**src/sv/crsm_pkg.sv**
```systemverilog
package crsm_pkg;

  localparam logic [2:0] CMD_RESTORE = 3'd0;
  localparam logic [2:0] CMD_LOAD    = 3'd1;
  localparam logic [2:0] CMD_SAVE    = 3'd2;
  localparam logic [2:0] CMD_DEL_ONE = 3'd3;
  localparam logic [2:0] CMD_DEL_ALL = 3'd4;
  localparam logic [2:0] CMD_READ    = 3'd5;
  localparam logic [2:0] CMD_LIST    = 3'd6;

  localparam logic [1:0] ST_DONE   = 2'd0;
  localparam logic [1:0] ST_REJECT = 2'd1;
  localparam logic [1:0] ST_ENTRY  = 2'd2;
  localparam logic [1:0] ST_EMPTY  = 2'd3;

  localparam int QDEPTH = 2;
  localparam int QAW    = 1;

  typedef enum logic [2:0] {
    OP_RESTORE,
    OP_LOAD,
    OP_SAVE,
    OP_DEL_ONE,
    OP_DEL_ALL,
    OP_READ,
    OP_LIST,
    OP_REJECT
  } op_t;

  typedef enum logic [1:0] {
    BK_IDLE,
    BK_SCAN,
    BK_DRAIN,
    BK_FINISH
  } bstate_t;

  typedef struct packed {
    op_t        op;
    logic       range_ok;
    logic [5:0] slot;
    logic [5:0] entry;
    logic [7:0] rindex;
    logic       rok;
    logic       both;
    logic [5:0] hnext;
    logic [6:0] hcount;
  } req_t;

endpackage

```
**src/sv/circular_record_slot_manager_top.sv**
```systemverilog
// Requests wait in a two-entry queue; each result is registered and strobed on done.
// Throughput: one non-list request per cycle while no list is in progress; a list
// holds the back end while it scans the stored range, one slot of the valid map
// probed a cycle, and nothing is scanned when the ring is empty.
// Reset: next position, count and valid map cleared, base_sector set to 32;
// the record index store holds no reset value. The receiver cannot stall.
module circular_record_slot_manager_top #(
  parameter int SLOTS = 64
) (
  input  logic        clk,
  input  logic        rst,
  input  logic        cfg_wr_en,
  input  logic [15:0] cfg_wr_data,
  input  logic        start,
  output logic        busy,
  input  logic [2:0]  cmd,
  input  logic [5:0]  slot,
  input  logic [5:0]  entry,
  input  logic [7:0]  record_index,
  input  logic        record_ok,
  input  logic        record_valid,
  input  logic        header_ok,
  input  logic [5:0]  header_next,
  input  logic [6:0]  header_count,
  output logic        done,
  output logic [1:0]  status,
  output logic [5:0]  slot_out,
  output logic [15:0] sector,
  output logic [7:0]  stored_index,
  output logic        valid_out,
  output logic [6:0]  count_out,
  output logic        last
);
  import crsm_pkg::*;

  req_t f_req;
  req_t q_req;
  logic f_push;
  logic q_full;
  logic q_valid;
  logic q_pop;

  crsm_front #(.SLOTS(SLOTS)) u_front (
    .start        (start),
    .busy         (busy),
    .cmd          (cmd),
    .slot         (slot),
    .entry        (entry),
    .record_index (record_index),
    .record_ok    (record_ok),
    .record_valid (record_valid),
    .header_ok    (header_ok),
    .header_next  (header_next),
    .header_count (header_count),
    .q_full       (q_full),
    .push         (f_push),
    .req          (f_req)
  );

  crsm_queue u_queue (
    .clk   (clk),
    .rst   (rst),
    .push  (f_push),
    .din   (f_req),
    .full  (q_full),
    .valid (q_valid),
    .pop   (q_pop),
    .dout  (q_req)
  );

  crsm_back #(.SLOTS(SLOTS)) u_back (
    .clk          (clk),
    .rst          (rst),
    .cfg_wr_en    (cfg_wr_en),
    .cfg_wr_data  (cfg_wr_data),
    .q_valid      (q_valid),
    .q_req        (q_req),
    .pop          (q_pop),
    .done         (done),
    .status       (status),
    .slot_out     (slot_out),
    .sector       (sector),
    .stored_index (stored_index),
    .valid_out    (valid_out),
    .count_out    (count_out),
    .last         (last)
  );

endmodule

```
**src/sv/crsm_front.sv**
```systemverilog
module crsm_front #(
  parameter int SLOTS = 64
) (
  input  logic          start,
  output logic          busy,
  input  logic [2:0]    cmd,
  input  logic [5:0]    slot,
  input  logic [5:0]    entry,
  input  logic [7:0]    record_index,
  input  logic          record_ok,
  input  logic          record_valid,
  input  logic          header_ok,
  input  logic [5:0]    header_next,
  input  logic [6:0]    header_count,
  input  logic          q_full,
  output logic          push,
  output crsm_pkg::req_t req
);
  import crsm_pkg::*;

  assign busy = q_full;
  assign push = start && !q_full;

  always_comb begin
    req          = '0;
    req.slot     = slot;
    req.entry    = entry;
    req.rindex   = record_index;
    req.rok      = record_ok;
    req.both     = record_ok & record_valid;
    req.range_ok = 1'b1;
    case (cmd)
      CMD_RESTORE: req.op = OP_RESTORE;
      CMD_LOAD: begin
        req.op       = OP_LOAD;
        req.range_ok = {1'b0, slot} < 7'(SLOTS);
      end
      CMD_SAVE:    req.op = OP_SAVE;
      CMD_DEL_ONE: begin
        req.op       = OP_DEL_ONE;
        req.range_ok = {1'b0, entry} < 7'(SLOTS);
      end
      CMD_DEL_ALL: req.op = OP_DEL_ALL;
      CMD_READ:    req.op = OP_READ;
      CMD_LIST:    req.op = OP_LIST;
      default:     req.op = OP_REJECT;
    endcase
    // header normalization for restore
    if (header_ok && ({1'b0, header_next} < 7'(SLOTS))) begin
      req.hnext = header_next;
    end else begin
      req.hnext = '0;
    end
    if (!header_ok) begin
      req.hcount = '0;
    end else if (header_count < 7'(SLOTS)) begin
      req.hcount = header_count;
    end else begin
      req.hcount = 7'(SLOTS);
    end
  end

endmodule

```
**src/sv/crsm_queue.sv**
```systemverilog
module crsm_queue (
  input  logic           clk,
  input  logic           rst,
  input  logic           push,
  input  crsm_pkg::req_t din,
  output logic           full,
  output logic           valid,
  input  logic           pop,
  output crsm_pkg::req_t dout
);
  import crsm_pkg::*;

  req_t           store [QDEPTH];
  logic [QAW-1:0] wr_ptr;
  logic [QAW-1:0] rd_ptr;
  logic [QAW:0]   cnt;

  assign full  = cnt == (QAW+1)'(QDEPTH);
  assign valid = cnt != '0;
  assign dout  = store[rd_ptr];

  always_ff @(posedge clk) begin
    if (push) begin
      store[wr_ptr] <= din;
    end
  end

  always_ff @(posedge clk) begin
    if (rst) begin
      wr_ptr <= '0;
      rd_ptr <= '0;
      cnt    <= '0;
    end else begin
      if (push) begin
        wr_ptr <= wr_ptr + 1'b1;
      end
      if (pop) begin
        rd_ptr <= rd_ptr + 1'b1;
      end
      if (push && !pop) begin
        cnt <= cnt + 1'b1;
      end else if (pop && !push) begin
        cnt <= cnt - 1'b1;
      end
    end
  end

endmodule

```
**src/sv/crsm_back.sv**
```systemverilog
module crsm_back #(
  parameter int SLOTS = 64
) (
  input  logic           clk,
  input  logic           rst,
  input  logic           cfg_wr_en,
  input  logic [15:0]    cfg_wr_data,
  input  logic           q_valid,
  input  crsm_pkg::req_t q_req,
  output logic           pop,
  output logic           done,
  output logic [1:0]     status,
  output logic [5:0]     slot_out,
  output logic [15:0]    sector,
  output logic [7:0]     stored_index,
  output logic           valid_out,
  output logic [6:0]     count_out,
  output logic           last
);
  import crsm_pkg::*;

  localparam int AW = $clog2(SLOTS);

  bstate_t state, state_next;

  logic [15:0]    base_sector;
  logic [AW-1:0]  next_position, next_position_next;
  logic [6:0]     stored_count, stored_count_next;
  logic [SLOTS-1:0] valid_map;
  logic [7:0]     idx_mem [SLOTS];
  logic [7:0]     mem_rdata;

  logic [AW-1:0]  scan_i, scan_i_next;
  logic           scan_ph, scan_ph_next;
  logic           hit_d;
  logic [AW-1:0]  slot_d;
  logic           have_pend, have_pend_next;
  logic [AW-1:0]  pend_slot;
  logic [7:0]     pend_idx;
  logic [6:0]     list_n, list_n_next;

  logic           mem_we;
  logic [AW-1:0]  mem_waddr;
  logic [7:0]     mem_wdata;
  logic           vm_we;
  logic [AW-1:0]  vm_addr;
  logic           vm_val;
  logic           vm_clr;

  logic           res_valid;
  logic [1:0]     res_status;
  logic [5:0]     res_slot;
  logic [7:0]     res_idx;
  logic           res_vout;
  logic [6:0]     res_count;
  logic           res_last;
  logic           res_sec_zero;

  logic           list_start_scan;
  logic           scan_end;

  always_comb begin
    list_start_scan = (next_position != '0) || (stored_count != '0);
    scan_end = scan_ph ? (scan_i == next_position)
                       : ((scan_i == '0) && !(stored_count > 7'(next_position)));
  end

  always_comb begin
    state_next = state;
    case (state)
      BK_IDLE: begin
        if (q_valid && q_req.op == OP_LIST) begin
          state_next = list_start_scan ? BK_SCAN : BK_FINISH;
        end
      end
      BK_SCAN: begin
        if (scan_end) begin
          state_next = BK_DRAIN;
        end
      end
      BK_DRAIN:  state_next = BK_FINISH;
      BK_FINISH: state_next = BK_IDLE;
      default:   state_next = BK_IDLE;
    endcase
  end

  always_comb begin
    pop                = 1'b0;
    next_position_next = next_position;
    stored_count_next  = stored_count;
    scan_i_next        = scan_i;
    scan_ph_next       = scan_ph;
    have_pend_next     = have_pend;
    list_n_next        = list_n;
    mem_we             = 1'b0;
    mem_waddr          = q_req.slot[AW-1:0];
    mem_wdata          = q_req.rindex;
    vm_we              = 1'b0;
    vm_addr            = q_req.slot[AW-1:0];
    vm_val             = 1'b0;
    vm_clr             = 1'b0;
    res_valid          = 1'b0;
    res_status         = ST_DONE;
    res_slot           = '0;
    res_idx            = '0;
    res_vout           = 1'b0;
    res_count          = stored_count;
    res_last           = 1'b1;
    res_sec_zero       = 1'b0;

    // list entry found earlier is sent once the next one shows up
    if (hit_d && have_pend) begin
      res_valid   = 1'b1;
      res_status  = ST_ENTRY;
      res_slot    = 6'(pend_slot);
      res_idx     = pend_idx;
      res_count   = list_n + 7'd1;
      res_last    = 1'b0;
      list_n_next = list_n + 7'd1;
    end
    if (hit_d) begin
      have_pend_next = 1'b1;
    end

    case (state)
      BK_IDLE: begin
        if (q_valid) begin
          pop       = 1'b1;
          res_valid = 1'b1;
          case (q_req.op)
            OP_RESTORE: begin
              next_position_next = q_req.hnext[AW-1:0];
              stored_count_next  = q_req.hcount;
              res_slot           = q_req.hnext;
              res_count          = q_req.hcount;
            end
            OP_LOAD: begin
              if (!q_req.range_ok) begin
                res_status   = ST_REJECT;
                res_sec_zero = 1'b1;
              end else begin
                mem_we   = q_req.rok;
                vm_we    = 1'b1;
                vm_val   = q_req.both;
                res_slot = q_req.slot;
                res_idx  = q_req.rok ? q_req.rindex : 8'd0;
                res_vout = q_req.both;
              end
            end
            OP_SAVE: begin
              mem_we    = 1'b1;
              mem_waddr = next_position;
              mem_wdata = 8'(next_position);
              vm_we     = 1'b1;
              vm_addr   = next_position;
              vm_val    = 1'b1;
              if (stored_count < 7'(SLOTS)) begin
                stored_count_next = stored_count + 7'd1;
              end
              if (next_position == AW'(SLOTS - 1)) begin
                next_position_next = '0;
              end else begin
                next_position_next = next_position + 1'b1;
              end
              res_slot  = 6'(next_position);
              res_idx   = 8'(next_position);
              res_vout  = 1'b1;
              res_count = stored_count_next;
            end
            OP_DEL_ONE: begin
              if (!q_req.range_ok || ({1'b0, q_req.slot} >= stored_count)) begin
                res_status   = ST_REJECT;
                res_sec_zero = 1'b1;
              end else begin
                mem_we    = q_req.rok;
                mem_waddr = q_req.entry[AW-1:0];
                vm_we     = 1'b1;
                vm_addr   = q_req.entry[AW-1:0];
                vm_val    = 1'b0;
                res_slot  = q_req.slot;
              end
            end
            OP_DEL_ALL: begin
              next_position_next = '0;
              stored_count_next  = '0;
              vm_clr             = 1'b1;
              res_count          = '0;
            end
            OP_READ: begin
              if ({1'b0, q_req.slot} >= stored_count) begin
                res_status   = ST_REJECT;
                res_sec_zero = 1'b1;
              end else begin
                res_slot = q_req.slot;
                res_vout = q_req.both;
              end
            end
            OP_LIST: begin
              res_valid      = 1'b0;
              have_pend_next = 1'b0;
              list_n_next    = '0;
              if (next_position != '0) begin
                scan_ph_next = 1'b0;
                scan_i_next  = next_position - 1'b1;
              end else begin
                scan_ph_next = 1'b1;
                scan_i_next  = AW'(stored_count - 7'd1);
              end
            end
            default: begin
              res_status   = ST_REJECT;
              res_sec_zero = 1'b1;
            end
          endcase
        end
      end
      BK_SCAN: begin
        if (!scan_ph && scan_i == '0) begin
          if (stored_count > 7'(next_position)) begin
            scan_ph_next = 1'b1;
            scan_i_next  = AW'(stored_count - 7'd1);
          end
        end else if (!scan_end) begin
          scan_i_next = scan_i - 1'b1;
        end
      end
      BK_FINISH: begin
        res_valid = 1'b1;
        res_last  = 1'b1;
        if (have_pend) begin
          res_status = ST_ENTRY;
          res_slot   = 6'(pend_slot);
          res_idx    = pend_idx;
          res_count  = list_n + 7'd1;
        end else begin
          res_status   = ST_EMPTY;
          res_count    = '0;
          res_sec_zero = 1'b1;
        end
      end
      default: begin
      end
    endcase
  end

  always_ff @(posedge clk) begin
    if (mem_we) begin
      idx_mem[mem_waddr] <= mem_wdata;
    end
    mem_rdata <= idx_mem[scan_i];
  end

  always_ff @(posedge clk) begin
    if (rst) begin
      state         <= BK_IDLE;
      base_sector   <= 16'd32;
      next_position <= '0;
      stored_count  <= '0;
      valid_map     <= '0;
      scan_i        <= '0;
      scan_ph       <= 1'b0;
      hit_d         <= 1'b0;
      have_pend     <= 1'b0;
      list_n        <= '0;
      done          <= 1'b0;
    end else begin
      state         <= state_next;
      if (cfg_wr_en) begin
        base_sector <= cfg_wr_data;
      end
      next_position <= next_position_next;
      stored_count  <= stored_count_next;
      if (vm_clr) begin
        valid_map <= '0;
      end else if (vm_we) begin
        valid_map[vm_addr] <= vm_val;
      end
      scan_i    <= scan_i_next;
      scan_ph   <= scan_ph_next;
      hit_d     <= (state == BK_SCAN) && valid_map[scan_i];
      have_pend <= have_pend_next;
      list_n    <= list_n_next;
      done      <= res_valid;
    end
  end

  always_ff @(posedge clk) begin
    slot_d <= scan_i;
    if (hit_d) begin
      pend_slot <= slot_d;
      pend_idx  <= mem_rdata;
    end
    status       <= res_status;
    slot_out     <= res_slot;
    sector       <= res_sec_zero ? 16'd0 : base_sector + 16'(res_slot);
    stored_index <= res_idx;
    valid_out    <= res_vout;
    count_out    <= res_count;
    last         <= res_last;
  end

endmodule
```
**config.mk**
```make
export PLATFORM = sky130hd
export DESIGN_NAME = circular_record_slot_manager_top
export DESIGN_NICKNAME = d
export VERILOG_FILES = /design/src/sv/crsm_pkg.sv /design/src/sv/circular_record_slot_manager_top.sv /design/src/sv/crsm_front.sv /design/src/sv/crsm_queue.sv /design/src/sv/crsm_back.sv
export SDC_FILE = /design/constraint.sdc
export NUM_CORES = 1
export LEC_CHECK = 0
export BUFFER_PORTS_ARGS = -buffer_cell sky130_fd_sc_hd__buf_2
export CAP_MARGIN = 20
export CORE_AREA = 8 8 238 240
export DETAILED_ROUTE_END_ITERATION = 12
export DIE_AREA = 0 0 246 248
export HOLD_SLACK_MARGIN = 0.02
export PLACE_DENSITY = 0.79
export SLEW_MARGIN = 20
export SYNTH_ARGS = -nofsm -noshare
export SYNTH_HDL_FRONTEND = slang
export SYNTH_HIERARCHICAL = 1
export SYNTH_SLANG_ARGS = --single-unit
```
**constraint.sdc**
```tcl
create_clock -name clk -period 4.78 [get_ports clk]
set_input_delay 0.956 -clock clk [delete_from_list [all_inputs] [get_ports clk]]
set_output_delay 0.956 -clock clk [all_outputs]
set_load 0.01 [all_outputs]
```
==> impl_metrics.py, run 1 <==
metrics = {
    "run_status": {
        "status": "completed",
    },
    "power_and_ir_drop": {
        "p_leak_uw": 0.01266,
        "p_per_area_nw_per_um2": 595.9,
        "peakVddDrop_uv": 569.9,
        "fin_total_pwr_uw": 21920,
    },
    "cts": {
        "clk_path_buf_depth": 3,
        "clock-sinks": 776,
        "cts_root_buf": "clkbuf_16",
        "cts_tree": "yes",
        "cts_made_buffers": 78,
        "cts_setup_buffers": 0,
        "cts_htree_levels": 3,
        "clkTransAtPathRegs_ns": 0.06,
        "insertion_delay_ns": 0.62,
    },
    "logic_synthesis": {
        "async_reset_ff_share_pct": 0,
        "synthFlopType": "edfxtp_1",
        "yosys.area_share.simple_pct": 7.215,
        "synth-warning-count": 6,
        "synth_edf_count": 604,
        "syn_area_um2": 32480,
        "ys_types": 79,
        "synth_compound_area_share_pct": 4.557,
        "synth-seq-area-share_pct": 66.44,
        "syn_inst": 2055,
        "synth_top_family_by_area": "multiplexers",
        "yosys.area_share.adder_pct": 1.179,
        "syn_avg_cell_area_um2": 15.81,
        "syn-num-nets": 2144,
        "ys_ff_latch": 776,
        "synth_xor_area_share_pct": 1.321,
        "synth.mux.area_fraction_pct": 16.79,
    },
    "sta": {
        "tns_ns": 0,
        "slew_headroom_pct": 34.70,
        "drv_slew": 0,
        "clock_skew_ns": 0.02030,
        "finalHoldViolations": 0,
        "fin_crit_sh_pct": 94.78,
        "setup_viol": 0,
        "worst_pin_slew_ns": 0.9795,
        "max_freq_ghz": 0.2207,
        "fin_ws_ns": 0.2496,
        "fin_crit_ns": 4.530,
    },
    "finish": {
        "nNetsFinal": 2302,
        "layout_commonest_cell": "edfxtp_1",
        "syn_to_final_growth_pct": 13.25,
        "fin_cells": 2971,
        "final_cell_area_um2": 36790,
        "final_cell_mix": "edfxtp_1 (604), mux4_2 (188), nor2_1 (176)",
        "drive_above_1_share_pct": 27.48,
    },
    "worst_hold_path": {
        "min_path_type": "flip-flop to flip-flop",
    },
    "place": {
        "dp_hpwl_mm": 50.97,
        "place_ws_ns": 0.1372,
        "port_buffers": 101,
        "postPlaceCellArea_um2": 34220,
        "gp_congestion": 1.027,
        "placed_cells": 2828,
    },
    "worst_setup_path": {
        "critPathLaunchType": "flip-flop",
        "worst_setup_path_end_kind": "flip-flop",
        "arrival_ns": 5.00,
        "required_ns": 5.25,
        "worst-path-max-fanout": 5,
        "path_class": "flip-flop to flip-flop",
    },
    "drt": {
        "wl_met1_mm": 30.22,
        "wirelength_mm": 81.01,
        "wl_met3_mm": 7.547,
        "postRouteAntennaNets": 0,
        "wl_per_cell_um": 27.27,
        "dr.first_iter.drc_count": 2133,
        "num_vias": 19270,
        "drt_pass1_iterations": 5,
        "viasPerCell": 6.487,
        "highest_layer": "met5",
        "wl_met2_mm": 40.21,
        "drc": 0,
    },
    "global_routing": {
        "antenna_found_initial": 3,
        "grt_pass1_vias": 19210,
        "grt_pass1_wl_mm": 121.8,
        "grt_use_total_pct": 26.67,
        "grt_max_degree": 65,
        "grt_overflow_total": 0,
    },
    "flow_run": {
        "cap_violations": 0,
    },
    "floorplanning": {
        "dieHeight_um": 248,
        "die_area_um2": 61010,
        "core_area_um2": 53070,
        "initial_core_util_pct": 61.21,
        "io_pins": 102,
        "fp.dieW_um": 246,
        "rows": 85,
    },
}
[cells in the mapped netlist, types with 9 or more instances]
| cell type | count | area (um2) |
|---|---|---|
| buf_2 | 10 | 50.05 |
| o21ai_0 | 22 | 110.1 |
| nand2b_1 | 11 | 68.82 |
| nor2_1 | 177 | 664.4 |
| a21oi_1 | 55 | 275.3 |
| nor2b_1 | 20 | 125.1 |
| dfxtp_1 | 172 | 3443 |
| o22ai_1 | 12 | 75.07 |
| nand2_1 | 148 | 555.5 |
| buf_1 | 16 | 60.06 |
| nor3_1 | 22 | 110.1 |
| o31ai_1 | 17 | 127.6 |
| edfxtp_1 | 604 | 18140 |
| a22oi_1 | 9 | 67.56 |
| buf_4 | 28 | 210.2 |
| a211oi_1 | 19 | 142.6 |
| mux2_2 | 46 | 518.0 |
| ha_1 | 29 | 362.9 |
| nand3_1 | 47 | 235.2 |
| o211ai_1 | 15 | 112.6 |
| and2_1 | 18 | 112.6 |
| xnor2_1 | 32 | 280.3 |
| mux4_2 | 188 | 4234 |
| xor2_1 | 17 | 148.9 |
| inv_1 | 32 | 120.1 |
| clkbuf_1 | 91 | 341.6 |
| mux2i_1 | 70 | 700.7 |
[through the flow]
stage	util, %	hold WS, ns
6_report	69.32	0.3975
5_1_grt	69.32	0.4065
4_1_cts	69.24	0.4010
3_5_place_dp	64.48	0.3887
3_3_place_gp	64.44	0.3858
2_1_floorplan	-	0.3290
[final timing paths]
check | start | to | slack, ns | depth (start not counted)
worst min-delay path | u_back/slot_d[4]$_DFF_P_ | u_back/pend_slot[4]$_DFFE_PP_ | 0.40 | 0
worst max-delay path | flip-flop | u_back/sector[10]$_SDFF_PP0_ | 0.25 | 18
worst max register to register | flip-flop | u_back/sector[10]$_SDFF_PP0_ | 0.25 | 18
worst min register to register | u_back/slot_d[4]$_DFF_P_ | u_back/pend_slot[4]$_DFFE_PP_ | 0.40 | 0
[where the power goes]
| part | switching, uW | internal, uW |
|---|---|---|
| Clock | 2540 | 3490 |
| Sequential | 440 | 8290 |
| Combinational | 4360 | 2800 |
| Total | 7340 | 14600 |
[cell type report]
type,count,area (um2)
Timing Repair Buffer,225,1515
Fill cell,3296,16280
Sequential cell,776,21590
Inverter,33,125.1
Clock inverter,35,305.3
Tap cell,696,870.8
Clock buffer,106,2223
Multi-Input combinational cell,1099,10150
Antenna cell,1,2.502
[critical path: stages, from the launching register on]
cell and delay [ns]:
dfxtp_2 0.33, mux2_2 0.36, inv_1 0.12, ha_1 0.24, nand2b_1 0.15, a211o_1 0.37, a21oi_1 0.36, o22ai_1 0.20
a31oi_1 0.19, o22ai_1 0.15, a21o_1 0.28, fa_1 0.44, a21oi_1 0.15, o21ai_0 0.15, a21o_1 0.22, a21oi_2 0.26
and3b_1 0.22, xnor2_1 0.13, nor2_1 0.05
[cells by family (layout without fill, tap and decap cells)]
group	count (synthesis)	after routing
other cells	1	2
compound gates	211	211
simple gates	504	504
flops	776	776
mux	304	304
buf+inv	180	399
xor+xnor	49	49
fa+ha+maj	30	30
[flip-flops by register name, summed over array words and instances (netlist names), 2 cells and up, named ones only]
register / count
u_back/next_position: 6
u_back/base_sector: 16
u_back/scan_i: 6
u_queue/cnt: 2
u_back/valid_map: 64
u_back/sector: 16
u_back/idx_mem: 512
u_back/slot_d: 6
u_back/stored_count: 7
u_back/slot_out: 6
u_back/pend_slot: 6
u_queue/store: 78
u_back/count_out: 7
u_back/stored_index: 8
u_back/mem_rdata: 8
u_back/state: 2
u_back/list_n: 7
u_back/pend_idx: 8
u_back/status: 2
[metal layers]
layer / GRT usage (%) / vias to the layer above
met5: 0 / -
met4: 10.33 / 2
met3: 4.562 / 184
met1: 35.42 / 9765
met2: 44.08 / 1101
li1: - / 8221
[what timing repair did]
item | in CTS | in global routing
hold buffers | 0 | 0
setup endpoints to repair | 0 | 4
gates resized for setup | 0 | 2
No activity file was read; power rests on OpenSTA's default activity.
==> run 2, diff against run 1 <==
--- a/config.mk
+++ b/config.mk
@@ -7,13 +7,12 @@
 export LEC_CHECK = 0
 export BUFFER_PORTS_ARGS = -buffer_cell sky130_fd_sc_hd__buf_2
 export CAP_MARGIN = 20
-export CORE_AREA = 8 8 238 240
+export CORE_AREA = 8 8 237 239
 export DETAILED_ROUTE_END_ITERATION = 12
-export DIE_AREA = 0 0 246 248
+export DIE_AREA = 0 0 245 247
 export HOLD_SLACK_MARGIN = 0.02
 export PLACE_DENSITY = 0.79
 export SLEW_MARGIN = 20
 export SYNTH_ARGS = -nofsm -noshare
 export SYNTH_HDL_FRONTEND = slang
-export SYNTH_HIERARCHICAL = 1
 export SYNTH_SLANG_ARGS = --single-unit
==> impl_metrics.py, run 2 <==
metrics = {
    "worst_setup_path": {
        "required_ns": 5.26,
        "cpPeakStageDelay_ns": 0.42,
        "worst-path-max-fanout": 8,
        "r2r-end": "u_back.sector[11]$_SDFF_PP0_",
        "worst_setup_path_end_kind": "flip-flop",
        "cp_cell_sequence": "mux2_2 > ha_1 > a21oi_2 > o21ai_4 > a21o_1 > o21a_1 > nor3_1 > o21ai_1 > buf_4 > and3_1 > a211o_1 > ha_1 > a21o_1 > a21oi_1 > nor2b_1 > o21ai_0 > a21oi_2 > nand3_1 > xor2_1 > nor2_1",
        "cp_slowest_cell": "dfxtp_4",
        "path_class": "flip-flop to flip-flop",
        "rrSetupSlack_ns": 0.26,
        "critPathLaunchType": "flip-flop",
        "arrival_ns": 5.00,
        "rr_worst_depth": 20,
    },
    "cts": {
        "clkTransAtPathRegs_ns": 0.06,
        "cts_made_buffers": 76,
        "clock-sinks": 774,
        "cts_root_buf": "clkbuf_16",
        "postCtsHoldBufs": 0,
        "clk_path_buf_depth": 3,
        "insertion_delay_ns": 0.64,
        "cts_htree_levels": 3,
        "cts_tree": "yes",
    },
    "power_and_ir_drop": {
        "p_sw_share_pct": 34.03,
        "clkPwrFrac_pct": 27.1,
        "p_int_uw": 14410,
        "fin_total_pwr_uw": 21840,
        "p_leak_uw": 0.01206,
        "p_per_area_nw_per_um2": 597.6,
        "peakVddDrop_uv": 434.1,
        "p_sw_uw": 7431,
        "seq_power_share_pct": 39.8,
        "pwr-share-comb_pct": 33.2,
    },
    "sta": {
        "setup_viol": 0,
        "fin_crit_sh_pct": 94.59,
        "clock_skew_ns": 0.02358,
        "finalHoldViolations": 0,
        "fin_crit_ns": 4.521,
        "drv_slew": 0,
        "worst_pin_slew_ns": 1.046,
        "tns_ns": 0,
        "max_freq_ghz": 0.2212,
        "slew_headroom_pct": 30.11,
    },
    "global_routing": {
        "antenna_found_initial": 1,
        "grt_pass1_vias": 19000,
        "grt_overflow_total": 0,
        "grt_max_degree": 65,
        "grt_use_total_pct": 26.76,
        "grt_pass1_wl_mm": 121.3,
    },
    "drt": {
        "wl_per_cell_um": 28.16,
        "num_vias": 19070,
        "drc": 0,
        "viasPerCell": 6.614,
        "dr.first_iter.drc_count": 1873,
        "postRouteAntennaNets": 0,
        "drt_pass1_iterations": 6,
        "wirelength_mm": 81.19,
    },
    "finish": {
        "fin_cells": 2883,
        "nNetsFinal": 2230,
        "layout_commonest_cell": "edfxtp_1",
        "antennaDiodeCount": 0,
        "reg_top3": "u_back.idx_mem: 512 flops, u_queue.store: 76 flops, u_back.valid_map: 64 flops",
        "post-route-util_pct": 69.96,
        "largest_reg_flops": 512,
        "final_cell_mix": "edfxtp_1 (602), mux4_2 (189), nor2_1 (176)",
        "drive_above_1_share_pct": 26.88,
        "final_cell_area_um2": 36540,
        "top_register": "u_back.idx_mem",
        "syn_to_final_growth_pct": 13.74,
    },
    "floorplanning": {
        "dieHeight_um": 247,
        "rows": 84,
        "fp.dieW_um": 245,
        "core_area_um2": 52240,
        "initial_core_util_pct": 61.51,
        "io_pins": 102,
        "die_area_um2": 60520,
    },
    "logic_synthesis": {
        "synth-seq-area-share_pct": 66.98,
        "syn_area_um2": 32130,
        "yosysTopAreaCellShare_pct": 56.27,
        "syn_avg_cell_area_um2": 16.28,
        "synth-warning-count": 0,
        "ys_ff_latch": 774,
        "post-synth-top-count-cell": "edfxtp_1",
        "ys_types": 83,
        "syn-num-nets": 2064,
        "synthTopCellsByCount": "edfxtp_1 (602), mux4_2 (189), nor2_1 (178)",
        "synth_area_leader_cell": "edfxtp_1",
        "synthFlopType": "edfxtp_1",
        "async_reset_ff_share_pct": 0,
        "synth_edf_count": 602,
        "syn_inst": 1973,
        "synth.area.top_cells": "edfxtp_1 (56%), mux4_2 (13%), dfxtp_1 (11%)",
    },
    "worst_hold_path": {
        "min_path_cells": 0,
        "min_path_type": "flip-flop to flip-flop",
        "min-delay-start": "u_back.mem_rdata[3]$_DFF_P_",
        "holdPathEnd": "u_back.pend_idx[3]$_DFFE_PP_",
    },
    "place": {
        "placed_cells": 2744,
        "gp_congestion": 0.8926,
        "postPlaceCellArea_um2": 33950,
        "dp_hpwl_mm": 49.53,
        "port_buffers": 101,
    },
    "flow_run": {
        "cap_violations": 0,
    },
    "run_status": {
        "status": "completed",
    },
}
run 2: cell count changes in the layout (fill, tap and decap cells not counted), moves of 8 or more:
| cell | before | now |
|---|---|---|
| a21oi_1 | 53 | 41 |
| mux2_2 | 45 | 14 |
| mux2i_1 | 70 | 43 |
| nand2_1 | 147 | 57 |
| nand2b_1 | 11 | 3 |
| nand3_1 | 47 | 27 |
| nand4_1 | 4 | 15 |
| nor2b_1 | 17 | 8 |
| o211ai_1 | 15 | 69 |
| o21ai_0 | 21 | 37 |
| o31ai_1 | 17 | 66 |
run 2: power by group through the flow:
stage | sequential (uW) | clock [uW] | combinational, uW
6_report | 8690 | 5910 | 7240
5_1_grt | 8740 | 6240 | 7650
4_1_cts | 8690 | 5970 | 7100
3_5_place_dp | 8830 | 0 | 6980
3_3_place_gp | 8810 | 0 | 6790
2_1_floorplan | 8650 | 0 | 4750
run 2: worst max-delay path: cells and delay by family (launching register included):
family                   cells  cell delay [ns]
AO/OA/AOI/OAI               10             1.95
AND/OR/NAND/NOR              5             0.68
adder cells (fa/ha/maj)      2             0.64
flip-flops                   1             0.42
multiplexers                 1             0.38
XOR/XNOR                     1             0.17
buffers and inverters        1             0.15
run 2: what timing repair did:
action	CTS	global route
gates resized for setup	3	15
pin swaps	1	5
setup buffers	1	1
setup endpoints to repair	1	10
run 2: worst max-delay path by stage:
stage                              endpoint  slack (ns)
2_1_floorplan  u_back.sector[14]$_SDFF_PP0_        0.15
3_3_place_gp   u_back.sector[14]$_SDFF_PP0_        0.17
3_5_place_dp   u_back.sector[14]$_SDFF_PP0_       -0.04
4_1_cts        u_back.sector[14]$_SDFF_PP0_        0.05
5_1_grt        u_back.sector[14]$_SDFF_PP0_       -0.04
6_report       u_back.sector[11]$_SDFF_PP0_        0.26
run 2: routing by layer:
layer / track usage, % / share of wire (%) / up-vias / wire, um
met1: 35.19 / 38 / 9622 / 30970
met3: 4.888 / 8.8 / 199 / 7127
met5: 0 / 0.016 / - / 13
met2: 44.33 / 49 / 1061 / 39950
li1: - / - / 8184 / -
met4: 10.62 / 3.9 / 2 / 3132
run 2: final cells by class:
type,count,area [um2]
Inverter,36,135.1
Sequential cell,774,21530
Clock inverter,38,381.6
Timing Repair Buffer,220,1513
Tap cell,688,860.8
Multi-Input combinational cell,1031,10070
Fill cell,3152,15690
Clock buffer,96,2049
run 2: stage by stage:
step           hold WS (ns)  setup WS, ns
3_5_place_dp         0.3887      -0.04234
3_3_place_gp         0.3868        0.1713
6_report             0.4041        0.2587
4_1_cts              0.4045       0.04673
5_1_grt              0.4192      -0.03760
2_1_floorplan        0.3290        0.1527
run 2: kinds of logic after synthesis:
kind of cell	Yosys count	synth area share, %
flip-flops	774	66.98
AND/OR/NAND/NOR	372	5.631
AO/OA/AOI/OAI	329	7.310
multiplexers	250	15.26
buffers and inverters	168	2.239
XOR/XNOR	48	1.309
adder cells (fa/ha/maj)	32	1.270
==> run 3, diff against run 2 <==
--- a/config.mk
+++ b/config.mk
@@ -7,11 +7,12 @@
 export LEC_CHECK = 0
 export BUFFER_PORTS_ARGS = -buffer_cell sky130_fd_sc_hd__buf_2
 export CAP_MARGIN = 20
-export CORE_AREA = 8 8 237 239
+export CORE_AREA = 8 8 234 236
+export CTS_BUF_LIST = sky130_fd_sc_hd__clkbuf_4 sky130_fd_sc_hd__clkbuf_8
 export DETAILED_ROUTE_END_ITERATION = 12
-export DIE_AREA = 0 0 245 247
+export DIE_AREA = 0 0 242 244
 export HOLD_SLACK_MARGIN = 0.02
-export PLACE_DENSITY = 0.79
+export PLACE_DENSITY = 0.81
 export SLEW_MARGIN = 20
 export SYNTH_ARGS = -nofsm -noshare
 export SYNTH_HDL_FRONTEND = slang
==> impl_metrics.py, run 3 (synthesis gave the netlist of run 2 again) <==
metrics = {
    "run_status": {
        "status": "completed",
    },
    "worst_setup_path": {
        "critPathLaunchType": "flip-flop",
        "required_ns": 5.35,
        "arrival_ns": 5.10,
        "path_delay_family": "compound AO/OA/AOI/OAI gates",
        "r2r-end": "u_back.sector[14]$_SDFF_PP0_",
        "path_class": "flip-flop to flip-flop",
        "worst-path-max-fanout": 8,
        "cp_cell_sequence": "mux2i_2 > inv_1 > ha_1 > and4b_1 > and2_4 > a21oi_4 > a21oi_1 > nor3_1 > o21ai_1 > a221oi_1 > nor2_1 > ha_1 > inv_1 > fa_1 > nor2b_1 > o21ai_0 > a21boi_1 > o21ai_0 > a21oi_2 > and3_1 > xnor2_1 > nor2_1",
        "cpPeakStageDelay_ns": 0.42,
        "worst_setup_path_end_kind": "flip-flop",
        "rrSetupSlack_ns": 0.25,
        "rr_worst_depth": 22,
        "cp_slowest_cell": "dfxtp_4",
        "cp_num_buf_inv": 2,
    },
    "global_routing": {
        "antenna_found_initial": 0,
        "grt_pass1_vias": 19320,
        "grt_use_total_pct": 25.73,
        "grt_pass1_wl_mm": 116.7,
        "grt_max_degree": 65,
        "grt_overflow_total": 0,
    },
    "sta": {
        "fin_crit_ns": 4.527,
        "clock_skew_ns": 0.04669,
        "worst_pin_slew_ns": 1.063,
        "slew_headroom_pct": 29.16,
        "max_freq_ghz": 0.2209,
        "finalHoldViolations": 0,
        "fin_crit_sh_pct": 94.71,
        "drv_slew": 0,
        "setup_viol": 0,
        "hold_ws_ns": 0.4026,
    },
    "place": {
        "gp_congestion": 0.9346,
        "dp_hpwl_mm": 49.93,
        "placed_cells": 2738,
        "port_buffers": 101,
    },
    "floorplanning": {
        "die_area_um2": 59050,
        "rows": 83,
        "dieHeight_um": 244,
        "initial_core_util_pct": 63.14,
        "fp.dieW_um": 242,
        "core_area_um2": 50890,
        "io_pins": 102,
    },
    "finish": {
        "syn_to_final_growth_pct": 13.51,
        "top_register": "u_back.idx_mem",
        "nNetsFinal": 2273,
        "drive_above_1_share_pct": 29.12,
        "reg_top3": "u_back.idx_mem: 512 flops, u_queue.store: 76 flops, u_back.valid_map: 64 flops",
        "fill_cells": 3096,
        "largest_reg_flops": 512,
        "antennaDiodeCount": 0,
        "fin_cells": 2964,
        "layout_commonest_cell": "edfxtp_1",
        "final_cell_mix": "edfxtp_1 (602), mux4_2 (189), nor2_1 (176)",
    },
    "power_and_ir_drop": {
        "p_per_area_nw_per_um2": 584.0,
        "fin_total_pwr_uw": 21300,
        "peakVddDrop_uv": 350.1,
        "p_leak_uw": 0.01213,
    },
    "drt": {
        "drc": 0,
        "viasPerCell": 6.447,
        "num_vias": 19110,
        "wl_per_cell_um": 25.92,
        "dr.first_iter.drc_count": 1951,
        "wirelength_mm": 76.84,
        "postRouteAntennaNets": 0,
        "drt_pass1_iterations": 6,
    },
    "worst_hold_path": {
        "min_path_type": "flip-flop to flip-flop",
        "holdPathEnd": "u_back.pend_idx[4]$_DFFE_PP_",
        "min-delay-start": "u_back.mem_rdata[4]$_DFF_P_",
        "min_path_cells": 0,
    },
    "cts": {
        "cts_root_buf": "clkbuf_8",
        "clkTransAtPathRegs_ns": 0.06,
        "insertion_delay_ns": 0.75,
        "cts_tree": "yes",
        "cts_htree_levels": 3,
        "clk_path_buf_depth": 3,
        "clock-sinks": 774,
        "cts_made_buffers": 117,
    },
    "flow_run": {
        "cap_violations": 0,
    },
}
[run 3: area by class of cell]
| class | count | area [um2] | area share (%) |
|---|---|---|---|
| clock buffers | 158 | 1987 | 5.448 |
| clock inverters | 63 | 395.4 | 1.084 |
| inverters | 36 | 135.1 | 0.3705 |
| multi-input cells | 1031 | 10050 | 27.55 |
| flip-flops and latches | 774 | 21530 | 59.05 |
| well taps | 680 | 850.8 | 2.333 |
| repair buffers | 222 | 1520 | 4.169 |
[run 3: worst register-to-register path, stage by stage (launching register included)]
cell and delay, ns:
dfxtp_4 0.42, mux2i_2 0.26, inv_1 0.08, ha_1 0.36, and4b_1 0.25, and2_4 0.18, a21oi_4 0.14, a21oi_1 0.09
nor3_1 0.34, o21ai_1 0.13, a221oi_1 0.31, nor2_1 0.12, ha_1 0.24, inv_1 0.08, fa_1 0.19, nor2b_1 0.06
o21ai_0 0.20, a21boi_1 0.12, o21ai_0 0.30, a21oi_2 0.12, and3_1 0.19, xnor2_1 0.13, nor2_1 0.05
[run 3: worst max path at each step]
stage,from,end,slack [ns],depth (start not counted)
5_1_grt,flip-flop,u_back.sector[14]$_SDFF_PP0_,-0.03,22
6_report,flip-flop,u_back.sector[14]$_SDFF_PP0_,0.25,22
4_1_cts,flip-flop,u_back.sector[14]$_SDFF_PP0_,0.07,21
3_5_place_dp,flip-flop,u_back.sector[14]$_SDFF_PP0_,0.09,21
3_3_place_gp,flip-flop,u_back.sector[14]$_SDFF_PP0_,0.20,21
2_1_floorplan,flip-flop,u_back.sector[14]$_SDFF_PP0_,0.15,25
[run 3: per-layer routing]
metal,track usage (%),part of all wire (%),vias up
met5,0,0,-
met4,9.720,3.4,0
met3,5.145,9.0,173
met2,42.86,50,1024
met1,33.63,38,9603
li1,-,-,8309
[run 3: timing repair]
item / CTS / global route
hold buffers: 0 / 0
endpoints found under the setup margin: 0 / 9
gates resized for setup: 0 / 12
buffers inserted: 0 / 2
[run 3: where the power goes]
group          total, uW  switching (uW)  internal, uW  leakage, uW
clock network       5440            2520          2920      0.00125
logic               7160            4370          2800      0.00403
registers           8690             385          8310      0.00685
total              21300            7280         14000       0.0121
[run 3: metrics by stage]
| stage | util, % | setup TNS, ns | cell area, um2 | setup slack, ns |
|---|---|---|---|---|
| 2_1_floorplan | - | 0 | 32130 | 0.1527 |
| 3_3_place_gp | 66.72 | 0 | 33950 | 0.2007 |
| 3_5_place_dp | 66.72 | 0 | 33950 | 0.08509 |
| 6_report | 71.67 | 0 | 36470 | 0.2530 |
| 5_1_grt | 71.67 | -0.07459 | 36470 | -0.03447 |
| 4_1_cts | 71.41 | 0 | 36340 | 0.07425 |
